File: config.mk
export PLATFORM = sky130hd
export DESIGN_NAME = delimited_frame_receiver
export DESIGN_NICKNAME = d
export VERILOG_FILES = /design/src/sv/dfr_pkg.sv /design/src/sv/dfr_frame_ram.sv /design/src/sv/dfr_capture.sv /design/src/sv/dfr_readout.sv /design/src/sv/delimited_frame_receiver.sv
export SDC_FILE = /design/constraint.sdc
export NUM_CORES = 1
export LEC_CHECK = 0
export BUFFER_PORTS_ARGS = -buffer_cell sky130_fd_sc_hd__buf_2
export CAP_MARGIN = 40
export CORE_MARGIN = 3
export CORE_UTILIZATION = 55
export CTS_CLUSTER_SIZE = 12
export DETAILED_ROUTE_END_ITERATION = 8
export PLACE_DENSITY = 0.71
export SLEW_MARGIN = 30
export SYNTH_ARGS = -nofsm -noshare
export SYNTH_HDL_FRONTEND = slang
export SYNTH_HIERARCHICAL = 1
export SYNTH_SLANG_ARGS = --single-unit
File: constraint.sdc
create_clock -name clock -period 4.7 [get_ports clock]
set_input_delay 0.47 -clock clock [delete_from_list [all_inputs] [get_ports clock]]
set_output_delay 0.47 -clock clock [all_outputs]
set_load 0.02 [all_outputs]
File: src/sv/dfr_pkg.sv
`default_nettype none
// ----------------------------------------------------------------------------
// dfr_pkg
// Shared types and constants for the delimited frame receiver.
// ----------------------------------------------------------------------------
package dfr_pkg;

   // frame store geometry
   localparam int unsigned STORE_DEPTH = 64;
   localparam int unsigned ADDR_W      = $clog2(STORE_DEPTH);

   // fill count and result limit
   localparam int unsigned CNT_W       = 6;
   localparam int unsigned RESULT_CAP  = 62;
   localparam int unsigned LIMIT_CAP   =
      (RESULT_CAP < STORE_DEPTH - 1) ? RESULT_CAP : STORE_DEPTH - 1;

   localparam int unsigned BYTE_W      = 8;

   // configuration register indexes
   localparam int unsigned CSR_IDX_W   = 2;
   localparam logic [CSR_IDX_W-1:0] CSR_START_BYTE = 2'd0;
   localparam logic [CSR_IDX_W-1:0] CSR_END_BYTE   = 2'd1;
   localparam logic [CSR_IDX_W-1:0] CSR_MAX_LEN    = 2'd2;

   // register reset values
   localparam logic [BYTE_W-1:0] START_BYTE_RST = 8'd2;
   localparam logic [BYTE_W-1:0] END_BYTE_RST   = 8'd3;
   localparam logic [CNT_W-1:0]  MAX_LEN_RST    = 6'd62;

   // frame store write port
   typedef struct packed {
      logic              en;
      logic [ADDR_W-1:0] addr;
      logic [BYTE_W-1:0] data;
   } ram_wr_type;

   // frame release command from capture to readout
   typedef struct packed {
      logic             go;
      logic [CNT_W-1:0] count;
      logic             empty;
   } release_type;

   // readout sequencer states
   typedef enum logic {
      RD_IDLE,
      RD_SEND
   } rd_state_type;

endpackage : dfr_pkg
`default_nettype wire

File: src/sv/dfr_frame_ram.sv
`default_nettype none
// ----------------------------------------------------------------------------
// dfr_frame_ram
// Frame payload store: one write port, one read port, registered read data.
// ----------------------------------------------------------------------------
module dfr_frame_ram (
   input  wire logic                         clock,
   input  wire dfr_pkg::ram_wr_type          wr,
   input  wire logic [dfr_pkg::ADDR_W-1:0]   rd_addr,
   output logic      [dfr_pkg::BYTE_W-1:0]   rd_data
);

   logic [dfr_pkg::BYTE_W-1:0] mem [dfr_pkg::STORE_DEPTH];

   // write port
   always_ff @(posedge clock) begin
      if (wr.en) begin
         mem[wr.addr] <= wr.data;
      end
   end

   // read port, registered read data
   always_ff @(posedge clock) begin
      rd_data <= mem[rd_addr];
   end

endmodule : dfr_frame_ram
`default_nettype wire

File: src/sv/dfr_capture.sv
`default_nettype none
// ----------------------------------------------------------------------------
// dfr_capture
// Frame delimiting: tracks in-frame state and fill count, writes payload
// bytes to the store and issues a release command on the end byte.
// ----------------------------------------------------------------------------
module dfr_capture (
   input  wire logic                         clock,
   input  wire logic                         reset,
   input  wire logic                         byte_valid,
   input  wire logic [dfr_pkg::BYTE_W-1:0]   rx_byte,
   input  wire logic [dfr_pkg::BYTE_W-1:0]   start_byte,
   input  wire logic [dfr_pkg::BYTE_W-1:0]   end_byte,
   input  wire logic [dfr_pkg::CNT_W-1:0]    length_limit,
   output dfr_pkg::ram_wr_type               wr,
   output dfr_pkg::release_type              rel
);

   logic                        in_frame_ff, in_frame_in;
   logic [dfr_pkg::CNT_W-1:0]   fill_ff, fill_in;

   logic [dfr_pkg::CNT_W-1:0]   base;
   logic [dfr_pkg::CNT_W:0]     fill_next;
   logic [dfr_pkg::CNT_W-1:0]   frame_len;

   // next state for each received byte
   always_comb begin
      in_frame_in = in_frame_ff;
      fill_in     = fill_ff;
      wr.en       = 1'b0;
      wr.addr     = dfr_pkg::ADDR_W'(fill_ff);
      wr.data     = rx_byte;
      rel.go      = 1'b0;
      rel.count   = '0;
      rel.empty   = 1'b0;

      // repeated start byte restarts the buffer
      base      = (rx_byte == start_byte) ? '0 : fill_ff;
      fill_next = {1'b0, base} + 1'b1;
      frame_len = (base > length_limit) ? length_limit : base;

      if (byte_valid) begin
         if (!in_frame_ff) begin
            if (rx_byte == start_byte) begin
               in_frame_in = 1'b1;
            end
         end else if (rx_byte != end_byte) begin
            // store payload byte, drop frame past the limit
            wr.en   = (32'(base) < dfr_pkg::STORE_DEPTH);
            wr.addr = dfr_pkg::ADDR_W'(base);
            if (fill_next > {1'b0, length_limit}) begin
               in_frame_in = 1'b0;
               fill_in     = '0;
            end else begin
               fill_in = fill_next[dfr_pkg::CNT_W-1:0];
            end
         end else begin
            // end byte releases the stored payload
            rel.go      = 1'b1;
            rel.count   = frame_len;
            rel.empty   = (frame_len == '0);
            in_frame_in = 1'b0;
            fill_in     = '0;
         end
      end
   end

   // state registers
   always_ff @(posedge clock) begin
      if (reset) begin
         in_frame_ff <= 1'b0;
         fill_ff     <= '0;
      end else begin
         in_frame_ff <= in_frame_in;
         fill_ff     <= fill_in;
      end
   end

endmodule : dfr_capture
`default_nettype wire

File: src/sv/dfr_readout.sv
`default_nettype none
// ----------------------------------------------------------------------------
// dfr_readout
// Payload readout: walks the frame store from address zero and loads one
// result word per byte, or one flagged empty word, into the output register.
// ----------------------------------------------------------------------------
module dfr_readout (
   input  wire logic                         clock,
   input  wire logic                         reset,
   input  wire dfr_pkg::release_type         rel,
   input  wire logic [dfr_pkg::BYTE_W-1:0]   rd_data,
   output logic      [dfr_pkg::ADDR_W-1:0]   rd_addr,
   output logic                              busy,
   output logic                              rsp_tvalid,
   input  wire logic                         rsp_tready,
   output logic      [dfr_pkg::BYTE_W-1:0]   rsp_tdata,
   output logic                              rsp_tlast,
   output logic      [0:0]                   rsp_tuser
);

   dfr_pkg::rd_state_type        state_ff, state_in;
   logic [dfr_pkg::ADDR_W-1:0]   addr_ff, addr_in;
   logic [dfr_pkg::CNT_W-1:0]    count_ff, count_in;
   logic                         empty_ff, empty_in;
   logic                         data_ok_ff, data_ok_in;
   logic                         out_valid_ff, out_valid_in;
   logic [dfr_pkg::BYTE_W-1:0]   out_data_ff, out_data_in;
   logic                         out_last_ff, out_last_in;
   logic                         out_empty_ff, out_empty_in;

   logic                         out_free;
   logic                         final_byte;

   assign out_free   = !out_valid_ff || rsp_tready;
   assign final_byte = (dfr_pkg::CNT_W'(addr_ff) + 1'b1) == count_ff;

   // sequencer next state and output register load
   always_comb begin
      state_in     = state_ff;
      addr_in      = addr_ff;
      count_in     = count_ff;
      empty_in     = empty_ff;
      data_ok_in   = 1'b0;
      out_valid_in = out_valid_ff && !rsp_tready;
      out_data_in  = out_data_ff;
      out_last_in  = out_last_ff;
      out_empty_in = out_empty_ff;

      case (state_ff)
         dfr_pkg::RD_IDLE: begin
            if (rel.go) begin
               state_in = dfr_pkg::RD_SEND;
               addr_in  = '0;
               count_in = rel.count;
               empty_in = rel.empty;
            end
         end
         dfr_pkg::RD_SEND: begin
            data_ok_in = 1'b1;
            if (empty_ff) begin
               // empty frame: one flagged word
               if (out_free) begin
                  out_valid_in = 1'b1;
                  out_data_in  = '0;
                  out_last_in  = 1'b1;
                  out_empty_in = 1'b1;
                  state_in     = dfr_pkg::RD_IDLE;
               end
            end else if (data_ok_ff && out_free) begin
               out_valid_in = 1'b1;
               out_data_in  = rd_data;
               out_last_in  = final_byte;
               out_empty_in = 1'b0;
               data_ok_in   = 1'b0;
               if (final_byte) begin
                  state_in = dfr_pkg::RD_IDLE;
               end else begin
                  addr_in = addr_ff + 1'b1;
               end
            end
         end
         default: begin
            state_in = dfr_pkg::RD_IDLE;
         end
      endcase
   end

   // control registers
   always_ff @(posedge clock) begin
      if (reset) begin
         state_ff     <= dfr_pkg::RD_IDLE;
         data_ok_ff   <= 1'b0;
         out_valid_ff <= 1'b0;
      end else begin
         state_ff     <= state_in;
         data_ok_ff   <= data_ok_in;
         out_valid_ff <= out_valid_in;
      end
   end

   // payload registers
   always_ff @(posedge clock) begin
      addr_ff      <= addr_in;
      count_ff     <= count_in;
      empty_ff     <= empty_in;
      out_data_ff  <= out_data_in;
      out_last_ff  <= out_last_in;
      out_empty_ff <= out_empty_in;
   end

   assign rd_addr    = addr_ff;
   assign busy       = (state_ff != dfr_pkg::RD_IDLE);
   assign rsp_tvalid = out_valid_ff;
   assign rsp_tdata  = out_data_ff;
   assign rsp_tlast  = out_last_ff;
   assign rsp_tuser  = out_empty_ff;

endmodule : dfr_readout
`default_nettype wire

File: src/sv/delimited_frame_receiver.sv
`default_nettype none
// ----------------------------------------------------------------------------
// delimited_frame_receiver
// Finds frames between a start byte and an end byte and streams the payload.
// ----------------------------------------------------------------------------
// Takes one received byte per cycle while no frame is being read out. Bytes
// are ignored until the start byte, then stored in a 64-entry frame RAM
// until the end byte; a repeated start byte restarts the frame and is kept
// as its first byte, and a frame longer than max_len (at most 62) is dropped
// silently. The end byte releases the payload as one word per byte with
// tlast on the final one, or one word flagged empty_frame for an empty
// frame. While a frame is read out req_tready stays low; each byte goes through
// the single RAM read port (address, then registered data) and can be held by
// any back-pressure on the result side. The final result word may still
// wait in the output register while new bytes are taken.
// ----------------------------------------------------------------------------
module delimited_frame_receiver (
   input  wire logic                            clock,
   input  wire logic                            reset,
   // received byte stream
   input  wire logic                            req_tvalid,
   output logic                                 req_tready,
   input  wire logic [7:0]                      req_tdata,   // [7:0] rx_byte
   // payload stream
   output logic                                 rsp_tvalid,
   input  wire logic                            rsp_tready,
   output logic      [7:0]                      rsp_tdata,   // [7:0] payload_byte
   output logic                                 rsp_tlast,
   output logic      [0:0]                      rsp_tuser,   // [0] empty_frame
   // register write port
   input  wire logic                            csr_we,
   input  wire logic [dfr_pkg::CSR_IDX_W-1:0]   csr_index,
   input  wire logic [7:0]                      csr_wdata
);

   logic [dfr_pkg::BYTE_W-1:0]   start_byte_ff;
   logic [dfr_pkg::BYTE_W-1:0]   end_byte_ff;
   logic [dfr_pkg::CNT_W-1:0]    max_len_ff;
   logic [dfr_pkg::CNT_W-1:0]    length_limit;

   logic                         byte_valid;
   logic                         busy;
   dfr_pkg::ram_wr_type          wr;
   dfr_pkg::release_type         rel;
   logic [dfr_pkg::ADDR_W-1:0]   rd_addr;
   logic [dfr_pkg::BYTE_W-1:0]   rd_data;

   // configuration registers
   always_ff @(posedge clock) begin
      if (reset) begin
         start_byte_ff <= dfr_pkg::START_BYTE_RST;
         end_byte_ff   <= dfr_pkg::END_BYTE_RST;
         max_len_ff    <= dfr_pkg::MAX_LEN_RST;
      end else if (csr_we) begin
         case (csr_index)
            dfr_pkg::CSR_START_BYTE: start_byte_ff <= csr_wdata;
            dfr_pkg::CSR_END_BYTE:   end_byte_ff   <= csr_wdata;
            dfr_pkg::CSR_MAX_LEN:    max_len_ff    <= csr_wdata[dfr_pkg::CNT_W-1:0];
            default: ;
         endcase
      end
   end

   // limit in force, saturated at the result cap
   assign length_limit = (32'(max_len_ff) > dfr_pkg::LIMIT_CAP)
                       ? dfr_pkg::CNT_W'(dfr_pkg::LIMIT_CAP) : max_len_ff;

   assign req_tready = !busy;
   assign byte_valid = req_tvalid && req_tready;

   dfr_capture u_capture (
      .clock        (clock),
      .reset        (reset),
      .byte_valid   (byte_valid),
      .rx_byte      (req_tdata),
      .start_byte   (start_byte_ff),
      .end_byte     (end_byte_ff),
      .length_limit (length_limit),
      .wr           (wr),
      .rel          (rel)
   );

   dfr_frame_ram u_frame_ram (
      .clock   (clock),
      .wr      (wr),
      .rd_addr (rd_addr),
      .rd_data (rd_data)
   );

   dfr_readout u_readout (
      .clock      (clock),
      .reset      (reset),
      .rel        (rel),
      .rd_data    (rd_data),
      .rd_addr    (rd_addr),
      .busy       (busy),
      .rsp_tvalid (rsp_tvalid),
      .rsp_tready (rsp_tready),
      .rsp_tdata  (rsp_tdata),
      .rsp_tlast  (rsp_tlast),
      .rsp_tuser  (rsp_tuser)
   );

   // empty-frame word carries zero data and closes the frame
   a_empty_word: assert property (@(posedge clock) disable iff (reset)
      rsp_tvalid && rsp_tuser[0] |-> rsp_tlast && (rsp_tdata == '0))
      else $error("empty frame word malformed");

   // a released frame blocks input on the next cycle
   a_release_blocks: assert property (@(posedge clock) disable iff (reset)
      rel.go |=> !req_tready)
      else $error("input not held off during readout");

   // store is never written while a frame is read out
   a_no_write_in_readout: assert property (@(posedge clock) disable iff (reset)
      wr.en |-> !busy)
      else $error("frame store written during readout");

   // release only comes from an accepted byte
   a_release_on_accept: assert property (@(posedge clock) disable iff (reset)
      rel.go |-> byte_valid && (req_tdata == end_byte_ff))
      else $error("release without end byte");

endmodule : delimited_frame_receiver
`default_nettype wire

==> results.sh <==
export IMPL_synth_adder_area_share=0.00693
export IMPL_drv_slew=0
export IMPL_crit_chain="xor2_1 -> nor4_4 -> nand2_1 -> and2_1 -> ha_1 -> and2_1 -> nand2_1 -> xor2_1 -> a21oi_1 -> ha_1 -> a21o_1 -> a21oi_1 -> a21o_1 -> nand3b_2 -> a311oi_2"
export IMPL_critPathArrivalTime_ps=4390
export IMPL_grt_max_degree=83
export IMPL_holdPathStages=3
export IMPL_period_share=0.826
export IMPL_ys_types=67
export IMPL_clkSinkCount=575
export IMPL_avgRoutedWirePerCell_um=26.1
export IMPL_n_antenna_cell=0
export IMPL_die_width_um=213
export IMPL_worstSetupEndpointType="register"
export IMPL_clkTransAtPathRegs_ps=60
export IMPL_antenna_found_initial=0
export IMPL_postSynthCellCount=1277
export IMPL_leakage_nw=8.41
export IMPL_drc=0
export IMPL_placementRows=75
export IMPL_worst_pin_slew_ps=973
export IMPL_synth_top_area_frac=0.684
export IMPL_critPathKind="reg2reg"
export IMPL_synth_area_leader_cell="edfxtp_1"
export IMPL_cp_start_kind="register"
export IMPL_wl_met3_um=3710
export IMPL_dr_first_iter_drc_count=1340
export IMPL_setup_viol=0
export IMPL_root_buffer="clkbuf_16"
export IMPL_synthMuxAreaShare=0.146
export IMPL_synth_most_common_cell="edfxtp_1"
export IMPL_async_flop_share=0
export IMPL_syn_to_final_growth_pct=12.5
export IMPL_maxCapViolCount=0
export IMPL_pre_cts_ws_ps=605
export IMPL_outcome="finished clean"
export IMPL_ys_seq_area_frac=0.718
export IMPL_wl_met2_um=24500
export IMPL_rsz0062_at_grt="false"
export IMPL_die_area_mm2=0.0452
export IMPL_min_to="max_len_ff[5]"
export IMPL_cp_top_family="simple AND/OR/NAND/NOR gates"
export IMPL_worstPathBufferInverterCount=0
export IMPL_grt_overflow=0
export IMPL_synth_ff_type="edfxtp_1"
export IMPL_place_hpwl_um=31900
export IMPL_synth_top_family_by_area="multiplexers"
export IMPL_grt_util_all_layers=0.236
export IMPL_ios=35
export IMPL_reg2reg_from="start_byte_ff[3]"
export IMPL_fin_nets=1432
export IMPL_grt_pass1_vias=12300
export IMPL_ctsResizeCount=0
export IMPL_core_area_mm2=0.0420
export IMPL_h_tree_depth=2
export IMPL_synth_compound_area_frac=0.0314
export IMPL_relSlewSlack=0.352
export IMPL_r2r_worst_path_cells=15
export IMPL_vias=12200
export IMPL_timing_rr_end="u_capture/in_frame_ff"
export IMPL_fin_crit_ps=3880
export IMPL_synthXorXnorAreaFrac=0.0132
export IMPL_hp_class="in2reg"
export IMPL_cts_buffer_depth=3
export IMPL_initial_core_util=0.559
export IMPL_firstDrtPassIters=5
export IMPL_synth_simple_gate_area_frac=0.0632
export IMPL_wl_met1_um=21500
export IMPL_synth_edf_count=535
export IMPL_insertion_delay_ps=610
export IMPL_tns_ps=0
export IMPL_drtAntennaViolNets=0
export IMPL_synth_area_leaders="edfxtp_1, mux4_2, dfxtp_1"
export IMPL_finClkSkew_ps=16.2
export IMPL_syn_area_mm2=0.0235
export IMPL_worstPathRequired_ps=5210
export IMPL_gp_congestion=0.905
export IMPL_worstHoldStart="csr_wdata[5]"
export IMPL_synth_nets=1313
export IMPL_port_buffers=34
export IMPL_fin_ws_ps=817
export IMPL_crit_path_max_fanout=12
export IMPL_grt_pass1_wl_um=78400
export IMPL_ir_drop_mv=0.358
export IMPL_ff2ff_setup_slack_ps=820
export IMPL_wl_um=51500
export IMPL_cts_buffers=57
export IMPL_synth_common_cells="edfxtp_1, mux4_2, nor2_1, mux2i_1, dfxtp_1"
export IMPL_cts_hold_buf=0
export IMPL_route_top_layer_used="met4"
export IMPL_syn_area_per_cell_um2=18.4
export IMPL_vias_per_cell=6.17
export IMPL_ys_warn_count=6
export IMPL_cts_tree="built"
export IMPL_final_hold_violation_count=0
export IMPL_die_height_um=213
export IMPL_layout_drive_gt1_share=0.247
export IMPL_cp_slowest_cell="nor4_4"
export IMPL_power_density_mw_per_mm2=377
export IMPL_postCtsSetupBuffers=0
export IMPL_fmax_mhz=258
export IMPL_max_stage_delay_ps=490
export IMPL_ys_ff_latch=575
how the worst max path moves through the flow:
| stage | end | start | depth (start not counted) |
|---|---|---|---|
| final | u_capture/in_frame_ff | start_byte_ff[3] | 15 |
| after global routing | u_capture/in_frame_ff | start_byte_ff[3] | 16 |
| after CTS | u_capture/in_frame_ff | start_byte_ff[3] | 15 |
| after detailed placement | u_capture/in_frame_ff | req_tdata[3] | 16 |
| after global placement | u_capture/in_frame_ff | req_tdata[3] | 16 |
| after floorplan | u_capture/in_frame_ff | req_tdata[6] | 16 |
cells in the final DEF, fill, tap and decap left out, types with 5 or more instances in the layout:
| cell | count |
|---|---|
| nand2_1 | 34 |
| nor2b_1 | 32 |
| nand4_1 | 9 |
| buf_12 | 5 |
| xor2_1 | 16 |
| a221oi_1 | 6 |
| o221ai_1 | 8 |
| ha_1 | 13 |
| nand3_1 | 23 |
| o21ai_0 | 10 |
| o22ai_1 | 9 |
| mux2_2 | 13 |
| nor3_1 | 10 |
| nand2b_1 | 32 |
| dfxtp_1 | 40 |
| mux2i_1 | 45 |
| xnor2_1 | 14 |
| clkinv_1 | 6 |
| nor2_1 | 106 |
| mux4_2 | 126 |
| buf_2 | 34 |
| and2_1 | 11 |
| edfxtp_1 | 535 |
| buf_4 | 91 |
| a21oi_1 | 24 |
| a211oi_1 | 5 |
| inv_1 | 11 |
| clkbuf_16 | 57 |
| clkbuf_1 | 27 |
through the flow:
stage | power, mW | instances | utilization | hold slack (ps) | cell area (um^2)
finish | 9.96 | 1975 | 0.628 | 147 | 26400
global route | 10.3 | 1975 | 0.628 | 151 | 26400
CTS | 10.0 | 1972 | 0.628 | 110 | 26400
detailed placement | 5.85 | 1873 | 0.587 | 464 | 24700
global placement | 5.84 | 1870 | 0.586 | 459 | 24600
floorplan | 5.78 | 1277 | - | 449 | 23500
worst min-delay path, cell delays in order:
cell and delay, ps:
buf_2 90, nor2_1 40, mux2i_1 110
area by class of cell:
cell class	count	area [um^2]
clock inverters	15	171
inverters	11	41.3
flip-flops and latches	575	16900
clock buffers	84	1530
well taps	539	674
fillers	2933	15600
multi-input cells	617	6130
repair buffers	134	1000
power by group:
group,switching (mW),internal (mW)
registers,0.00605,5.59
logic,0.106,0.0325
clock network,1.82,2.40
total,1.93,8.02
registers in the layout, indices dropped and copies added, names as in the netlist:
signal	count
u_frame_ram/mem	512
end_byte_ff	8
start_byte_ff	8
u_frame_ram/rd_data	8
u_readout/rsp_tdata	8
max_len_ff	6
u_capture/fill_ff	6
u_readout/count_ff	6
u_readout/rd_addr	6
u_capture/in_frame_ff	1
u_readout/busy	1
u_readout/data_ok_ff	1
u_readout/empty_ff	1
u_readout/rsp_tlast	1
u_readout/rsp_tuser	1
u_readout/rsp_tvalid	1
routing by layer:
metal | global-route usage | vias to the layer above
met2 | 0.368 | 481
met4 | 0.0874 | 0
met5 | 0 | -
li1 | - | 5336
met1 | 0.340 | 6262
met3 | 0.0433 | 107
cells by family (layout without fill, tap and decap cells):
| logic type | count (synthesis) | count (layout) |
|---|---|---|
| simple gates | 284 | 284 |
| mux | 184 | 184 |
| buf+inv | 85 | 244 |
| flops | 575 | 575 |
| fa+ha+maj | 13 | 13 |
| xor+xnor | 32 | 32 |
| compound gates | 104 | 104 |
(Power assumes the default switching activity.)
